$ cat config.mk
export PLATFORM = sky130hd
export DESIGN_NAME = decimal_seven_segment_blanking_driver_core
export DESIGN_NICKNAME = d
export VERILOG_FILES = /design/src/rtl/core/dssbd_pkg.sv /design/src/rtl/core/decimal_seven_segment_blanking_driver_core.sv /design/src/rtl/core/dssbd_digit_stage.sv /design/src/rtl/core/dssbd_serializer.sv
export SDC_FILE = /design/constraint.sdc
export NUM_CORES = 1
export LEC_CHECK = 0
export ABC_AREA = 1
export BUFFER_PORTS_ARGS = -buffer_cell sky130_fd_sc_hd__buf_2
export CAP_MARGIN = 20
export CORE_ASPECT_RATIO = 1.25
export CORE_MARGIN = 3
export CORE_UTILIZATION = 50
export CTS_CLUSTER_SIZE = 40
export DETAILED_ROUTE_END_ITERATION = 6
export PLACE_DENSITY_LB_ADDON = 0.1
export SKIP_CTS_REPAIR_TIMING = 1
export SLEW_MARGIN = 15
export SYNTH_ARGS = -nofsm -noshare
export SYNTH_HDL_FRONTEND = slang
export SYNTH_SLANG_ARGS = --single-unit
$ cat constraint.sdc
create_clock -name clk_i -period 7 [get_ports clk_i]
set_clock_uncertainty 0.05 [all_clocks]
set_input_delay 1.4 -clock clk_i [delete_from_list [all_inputs] [get_ports clk_i]]
set_output_delay 1.4 -clock clk_i [all_outputs]
set_load 0.01 [all_outputs]
$ cat src/rtl/core/dssbd_pkg.sv
// Shared constants, payload types and the segment table for the decimal
// seven-segment blanking driver. No dependencies.
package dssbd_pkg;

  localparam int unsigned DigitCount = 5;
  localparam int unsigned ValueW     = 16;
  localparam int unsigned PosW       = 3;
  localparam int unsigned SegW       = 7;
  localparam int unsigned BcdW       = 4;
  localparam int unsigned DigitsW    = DigitCount * BcdW;
  localparam int unsigned ProdW      = 2 * ValueW;

  // floor(x / 10) == (x * 0xCCCD) >> 19 for every 16-bit x
  localparam logic [ValueW-1:0] Recip10    = 16'hCCCD;
  localparam int unsigned       RecipShift = 19;

  typedef struct packed {
    logic [ValueW-1:0]  quo;
    logic [DigitsW-1:0] digits;
  } div_t;

  function automatic logic [SegW-1:0] seg_code(input logic [BcdW-1:0] d);
    logic [SegW-1:0] s;
    unique case (d)
      4'd0:    s = 7'h3F;
      4'd1:    s = 7'h06;
      4'd2:    s = 7'h5B;
      4'd3:    s = 7'h4F;
      4'd4:    s = 7'h66;
      4'd5:    s = 7'h6D;
      4'd6:    s = 7'h7D;
      4'd7:    s = 7'h47;
      4'd8:    s = 7'h7F;
      4'd9:    s = 7'h6F;
      default: s = '0;
    endcase
    return s;
  endfunction

endpackage

$ cat src/rtl/core/decimal_seven_segment_blanking_driver_core.sv
// Path: an accepted item passes through the 5 divide-by-ten stages, then the
// output register in the serializer, which gives the first digit result.
// Output: the output stage sends one digit result per cycle while out_ready_i
// is high; up to 5 more items queue in the divide stages.
// Reset: asynchronous, active low; clears all valid bits, payload is kept.
module decimal_seven_segment_blanking_driver_core (
  input  logic                         clk_i,
  input  logic                         rst_ni,
  input  logic                         in_valid_i,
  output logic                         in_ready_o,
  input  logic [dssbd_pkg::ValueW-1:0] value_i,
  output logic                         out_valid_o,
  input  logic                         out_ready_i,
  output logic [dssbd_pkg::PosW-1:0]   position_o,
  output logic [dssbd_pkg::SegW-1:0]   segments_o,
  output logic                         last_o
);

  logic            stg_valid [dssbd_pkg::DigitCount+1];
  logic            stg_ready [dssbd_pkg::DigitCount+1];
  dssbd_pkg::div_t stg_data  [dssbd_pkg::DigitCount+1];

  assign stg_valid[0]       = in_valid_i;
  assign in_ready_o         = stg_ready[0];
  assign stg_data[0].quo    = value_i;
  assign stg_data[0].digits = '0;

  for (genvar g = 0; g < dssbd_pkg::DigitCount; g++) begin : g_stage
    dssbd_digit_stage u_stage (
      .clk_i   (clk_i),
      .rst_ni  (rst_ni),
      .valid_i (stg_valid[g]),
      .ready_o (stg_ready[g]),
      .data_i  (stg_data[g]),
      .valid_o (stg_valid[g+1]),
      .ready_i (stg_ready[g+1]),
      .data_o  (stg_data[g+1])
    );
  end

  dssbd_serializer u_ser (
    .clk_i      (clk_i),
    .rst_ni     (rst_ni),
    .valid_i    (stg_valid[dssbd_pkg::DigitCount]),
    .ready_o    (stg_ready[dssbd_pkg::DigitCount]),
    .digits_i   (stg_data[dssbd_pkg::DigitCount].digits),
    .valid_o    (out_valid_o),
    .ready_i    (out_ready_i),
    .position_o (position_o),
    .segments_o (segments_o),
    .last_o     (last_o)
  );

endmodule

$ cat src/rtl/core/dssbd_digit_stage.sv
// One pipeline stage: divides the running quotient by ten and shifts the
// remainder digit into the top of the digit vector. Uses dssbd_pkg.
module dssbd_digit_stage (
  input  logic              clk_i,
  input  logic              rst_ni,
  input  logic              valid_i,
  output logic              ready_o,
  input  dssbd_pkg::div_t   data_i,
  output logic              valid_o,
  input  logic              ready_i,
  output dssbd_pkg::div_t   data_o
);

  logic                           valid_q, valid_d;
  dssbd_pkg::div_t                data_q, data_d;
  logic [dssbd_pkg::ProdW-1:0]    prod;
  logic [dssbd_pkg::ValueW-1:0]   quo_next;
  logic [dssbd_pkg::ValueW-1:0]   rem_full;
  logic [dssbd_pkg::BcdW-1:0]     rem;
  logic [dssbd_pkg::DigitsW+dssbd_pkg::BcdW-1:0] digits_ext;

  assign ready_o = !valid_q || ready_i;

  always_comb begin
    prod       = {{dssbd_pkg::ValueW{1'b0}}, data_i.quo}
               * {{dssbd_pkg::ValueW{1'b0}}, dssbd_pkg::Recip10};
    quo_next   = dssbd_pkg::ValueW'(prod >> dssbd_pkg::RecipShift);
    rem_full   = data_i.quo - ((quo_next << 3) + (quo_next << 1));
    rem        = rem_full[dssbd_pkg::BcdW-1:0];
    digits_ext = {rem, data_i.digits};
    data_d.quo    = quo_next;
    data_d.digits = digits_ext[dssbd_pkg::DigitsW+dssbd_pkg::BcdW-1:dssbd_pkg::BcdW];
  end

  always_comb begin
    valid_d = valid_q;
    if (ready_o) begin
      valid_d = valid_i;
    end
  end

  always_ff @(posedge clk_i or negedge rst_ni) begin
    if (!rst_ni) begin
      valid_q <= 1'b0;
    end else begin
      valid_q <= valid_d;
    end
  end

  always_ff @(posedge clk_i) begin
    if (valid_i && ready_o) begin
      data_q <= data_d;
    end
  end

  assign valid_o = valid_q;
  assign data_o  = data_q;

endmodule

$ cat src/rtl/core/dssbd_serializer.sv
// Output stage: holds one item's digits; sends one digit result per cycle
// when ready_i is high, most significant first, with leading-zero blanking. Uses dssbd_pkg.
module dssbd_serializer (
  input  logic                          clk_i,
  input  logic                          rst_ni,
  input  logic                          valid_i,
  output logic                          ready_o,
  input  logic [dssbd_pkg::DigitsW-1:0] digits_i,
  output logic                          valid_o,
  input  logic                          ready_i,
  output logic [dssbd_pkg::PosW-1:0]    position_o,
  output logic [dssbd_pkg::SegW-1:0]    segments_o,
  output logic                          last_o
);

  logic                          valid_q, valid_d;
  logic [dssbd_pkg::DigitsW-1:0] digits_q, digits_d;
  logic [dssbd_pkg::PosW-1:0]    pos_q, pos_d;
  logic                          seen_q, seen_d;
  logic [dssbd_pkg::BcdW-1:0]    cur;
  logic                          lit;
  logic                          last;
  logic                          fire;
  logic                          load;

  assign cur  = digits_q[dssbd_pkg::DigitsW-1 -: dssbd_pkg::BcdW];
  assign lit  = seen_q || (cur != '0);
  assign last = (pos_q == dssbd_pkg::PosW'(dssbd_pkg::DigitCount));
  assign fire = valid_q && ready_i;
  assign ready_o = !valid_q || (ready_i && last);
  assign load = valid_i && ready_o;

  always_comb begin
    valid_d  = valid_q;
    digits_d = digits_q;
    pos_d    = pos_q;
    seen_d   = seen_q;
    if (load) begin
      valid_d  = 1'b1;
      digits_d = digits_i;
      pos_d    = dssbd_pkg::PosW'(1);
      seen_d   = 1'b0;
    end else if (fire) begin
      if (last) begin
        valid_d = 1'b0;
      end
      digits_d = digits_q << dssbd_pkg::BcdW;
      pos_d    = pos_q + dssbd_pkg::PosW'(1);
      seen_d   = lit;
    end
  end

  always_ff @(posedge clk_i or negedge rst_ni) begin
    if (!rst_ni) begin
      valid_q <= 1'b0;
      pos_q   <= dssbd_pkg::PosW'(1);
      seen_q  <= 1'b0;
    end else begin
      valid_q <= valid_d;
      pos_q   <= pos_d;
      seen_q  <= seen_d;
    end
  end

  always_ff @(posedge clk_i) begin
    digits_q <= digits_d;
  end

  assign valid_o    = valid_q;
  assign position_o = pos_q;
  assign segments_o = lit ? dssbd_pkg::seg_code(cur) : '0;
  assign last_o     = last;

endmodule

==> metrics.csv <==
metric;value;unit
grt_pass1_wl;59710;µm
place_hpwl;31830;µm
cp_data_arrival_time;6910;ps
synth_nets;2375;
worstSetupStartpointType;primary input;
drv_slew;0;
dieArea;36450;µm²
fin_cells;2326;
period_minus_slack;6662;ps
grt_util_met3;1.704;%
grt_use_met2;38.95;%
crit_family;adder cells;
tritoncts;done;
post_drt_wl_per_cell;15.50;µm
fin_crit_sh;95.18;%
synth_edf_count;114;
final_hold_viol_count;0;
diodes;0;
synth_top_area_share;26.58;%
async_flop_share;7.634;%
grt_pass1_vias;12230;
syn_area;17090;µm²
synth_cell_types;52;
viasPerCell;5.066;
max_slew.worst_pin.slew;830.2;ps
synth_area_per_cell;9.370;µm²
hold_start;g_stage[2].u_stage.data_o[11];
fmax;0.1501;GHz
cp_slowest_cell;fa_1;
holdPathEnd;g_stage[3].u_stage.data_o[7];
port_buffers;32;
fin_area;18490;µm²
min_path_cells;0;
netlist_instances;1824;
end_kind;register;
r2r_slack;900;ps
grt.overflow.total;0;
totalWireLength;36060;µm
clkTransAtPathRegs;60;ps
path_cells;buf_2 > ha_1 > inv_1 > fa_1 > fa_1 > fa_1 > fa_1 > inv_1 > fa_1 > ha_1 > a21o_1 > a31oi_1 > inv_1 > a21oi_1 > nand2_1 > xor2_1 > ha_1 > xnor2_1 > xnor3_1 > nand2_1 > nand2_1 > inv_1;
ios;33;
ys_seq_area_share;22.32;%
reg2reg_depth;28;
ys_seq_elements;131;
top_usage_layer;met2;
crit_buf_inv;5;
clk_latency;420;ps
core_region_area;33690;µm²
setup_violations;0;
cap_violations;0;
clock-root-buffer;clkbuf_16;
rsz0062_at_grt;no;
r2r-start;g_stage[0].u_stage.data_o[31];
globalRouteTotalUtil;20.67;%
required;7250;ps
clk_path_buf_depth;2;
status;completed;
timing.rr.end;g_stage[1].u_stage.data_o[19];
ys.flop_type;edfxtp_1;
dpl_cell_area;17900;µm²
post-place-cells;2294;
die_width;171.4;µm
cts_sinks;131;
fill_cells;3099;
first_pass_iters;5;
start_util;50.73;%
slowest_delay;550;ps
vias;11780;
drt-initial-drc-count;436;
dieHeight;212.7;µm
synthTopCellsByCount;469 x inv_1, 363 x ha_1, 245 x nand2_1;
critPathMostFrequentCell;fa_1;
h-tree-depth;4;
yosysMostFrequentCell;inv_1;
rows;75;
gp_congestion;0.9138;
min_path_type;register to register;
antenna_found_initial;0;
relSlewSlack;44.60;%
final_layout_size_suffix_gt1_share;6.411;%
synthToLayoutAreaGrowth;8.163;%
cp_max_fo;6;
grt_max_degree;28;
yosysTopAreaCell;ha_1;
critPathKind;primary input to register;
ant_nets;0;
cts_made_buffers;17;
drc;0;
num-nets-final;2441;
synth_area_leaders;ha_1 27%, edfxtp_1 20%, fa_1 20%, inv_1 10%, nand2_1 5.4%;
grt_util_met1;25.53;%
yosysWarnings;0;
-- state kept, by name, indices dropped and copies added, names as in the netlist, named ones only --
signal	cells
g_stage.u_stage.data_o	94
g_stage.u_stage.valid_o	5
u_ser.digits_q	20
u_ser.position_o	3
u_ser.seen_q	1
u_ser.valid_o	1
-- routing by layer --
metal | share of wire (%) | vias up | wire length, µm
li1 | - | 5970 | -
met1 | 43 | 5644 | 15450
met2 | 54 | 126 | 19440
met3 | 1.5 | 43 | 526
met4 | 1.8 | 0 | 638
met5 | 0 | - | 0
-- worst max path at each step --
stage | start | endpoint | slack [ps] | cells past startpoint
after floorplan | value_i[2] | g_stage[0].u_stage.data_o[19] | 380 | 23
after detailed placement | value_i[4] | g_stage[0].u_stage.data_o[19] | -120 | 22
after global routing | value_i[3] | g_stage[0].u_stage.data_o[19] | 70 | 24
after CTS | value_i[4] | g_stage[0].u_stage.data_o[19] | 370 | 22
final | value_i[5] | g_stage[0].u_stage.data_o[19] | 340 | 22
after global placement | value_i[4] | g_stage[0].u_stage.data_o[19] | 30 | 22
-- through the flow --
step / TNS (ps) / utilization [%] / worst slack, ps / hold WS (ps)
2_1_floorplan: 0 / - / 381.8 / 350.3
3_3_place_gp: 0 / 53.14 / 34.96 / 352.3
3_5_place_dp: -123.1 / 53.14 / -123.1 / 355.6
4_1_cts: 0 / 54.87 / 370.0 / 369.6
5_1_grt: 0 / 54.87 / 70.07 / 374.3
6_report: 0 / 54.87 / 337.6 / 368.5
-- logic make-up (layout without fill, tap and decap cells) --
group | after synthesis | count (layout) | synth area share (%)
AO/OA/AOI/OAI | 198 | 198 | 6.875
flip-flops | 131 | 131 | 22.32
AND/OR/NAND/NOR | 432 | 432 | 11.08
XOR/XNOR | 54 | 54 | 2.892
buffers and inverters | 478 | 557 | 10.57
adder cells (fa/ha/maj) | 531 | 531 | 46.26
-- placed cells by master (no fill, tap or decap), types with 4 or more instances in the layout --
cell and instances:
o21ai_0 45, xor2_1 30, and2_1 4, o21a_1 4, xnor2_1 22, nor3_1 13, or2_1 4, ha_1 363
fa_1 168, nand3_1 48, nor2_1 68, o21bai_1 10, nand2_2 12, buf_4 19, a31oi_1 12, nand4_1 14
dfxtp_1 7, buf_2 32, nand2_1 245, nor4_1 5, nand3_2 4, o211ai_1 4, a21oi_1 84, inv_1 469
o21ai_1 4, or2_2 5, clkinvlp_4 4, a21o_1 18, dfrtp_1 9, edfxtp_1 114, clkbuf_16 17
-- final cells by class --
type	instances	area [µm²]	share of cell area, %
Clock buffer	18	429.2	2.322
Clock inverter	14	153.9	0.8325
Inverter	474	1787	9.666
Multi-Input combinational cell	1215	11470	62.04
Sequential cell	131	3815	20.64
Tap cell	423	529.3	2.863
Timing Repair Buffer	51	302.8	1.638
Power is not shown: default switching activity piles up to over one toggle a cycle in this logic, so the estimate is an artifact.
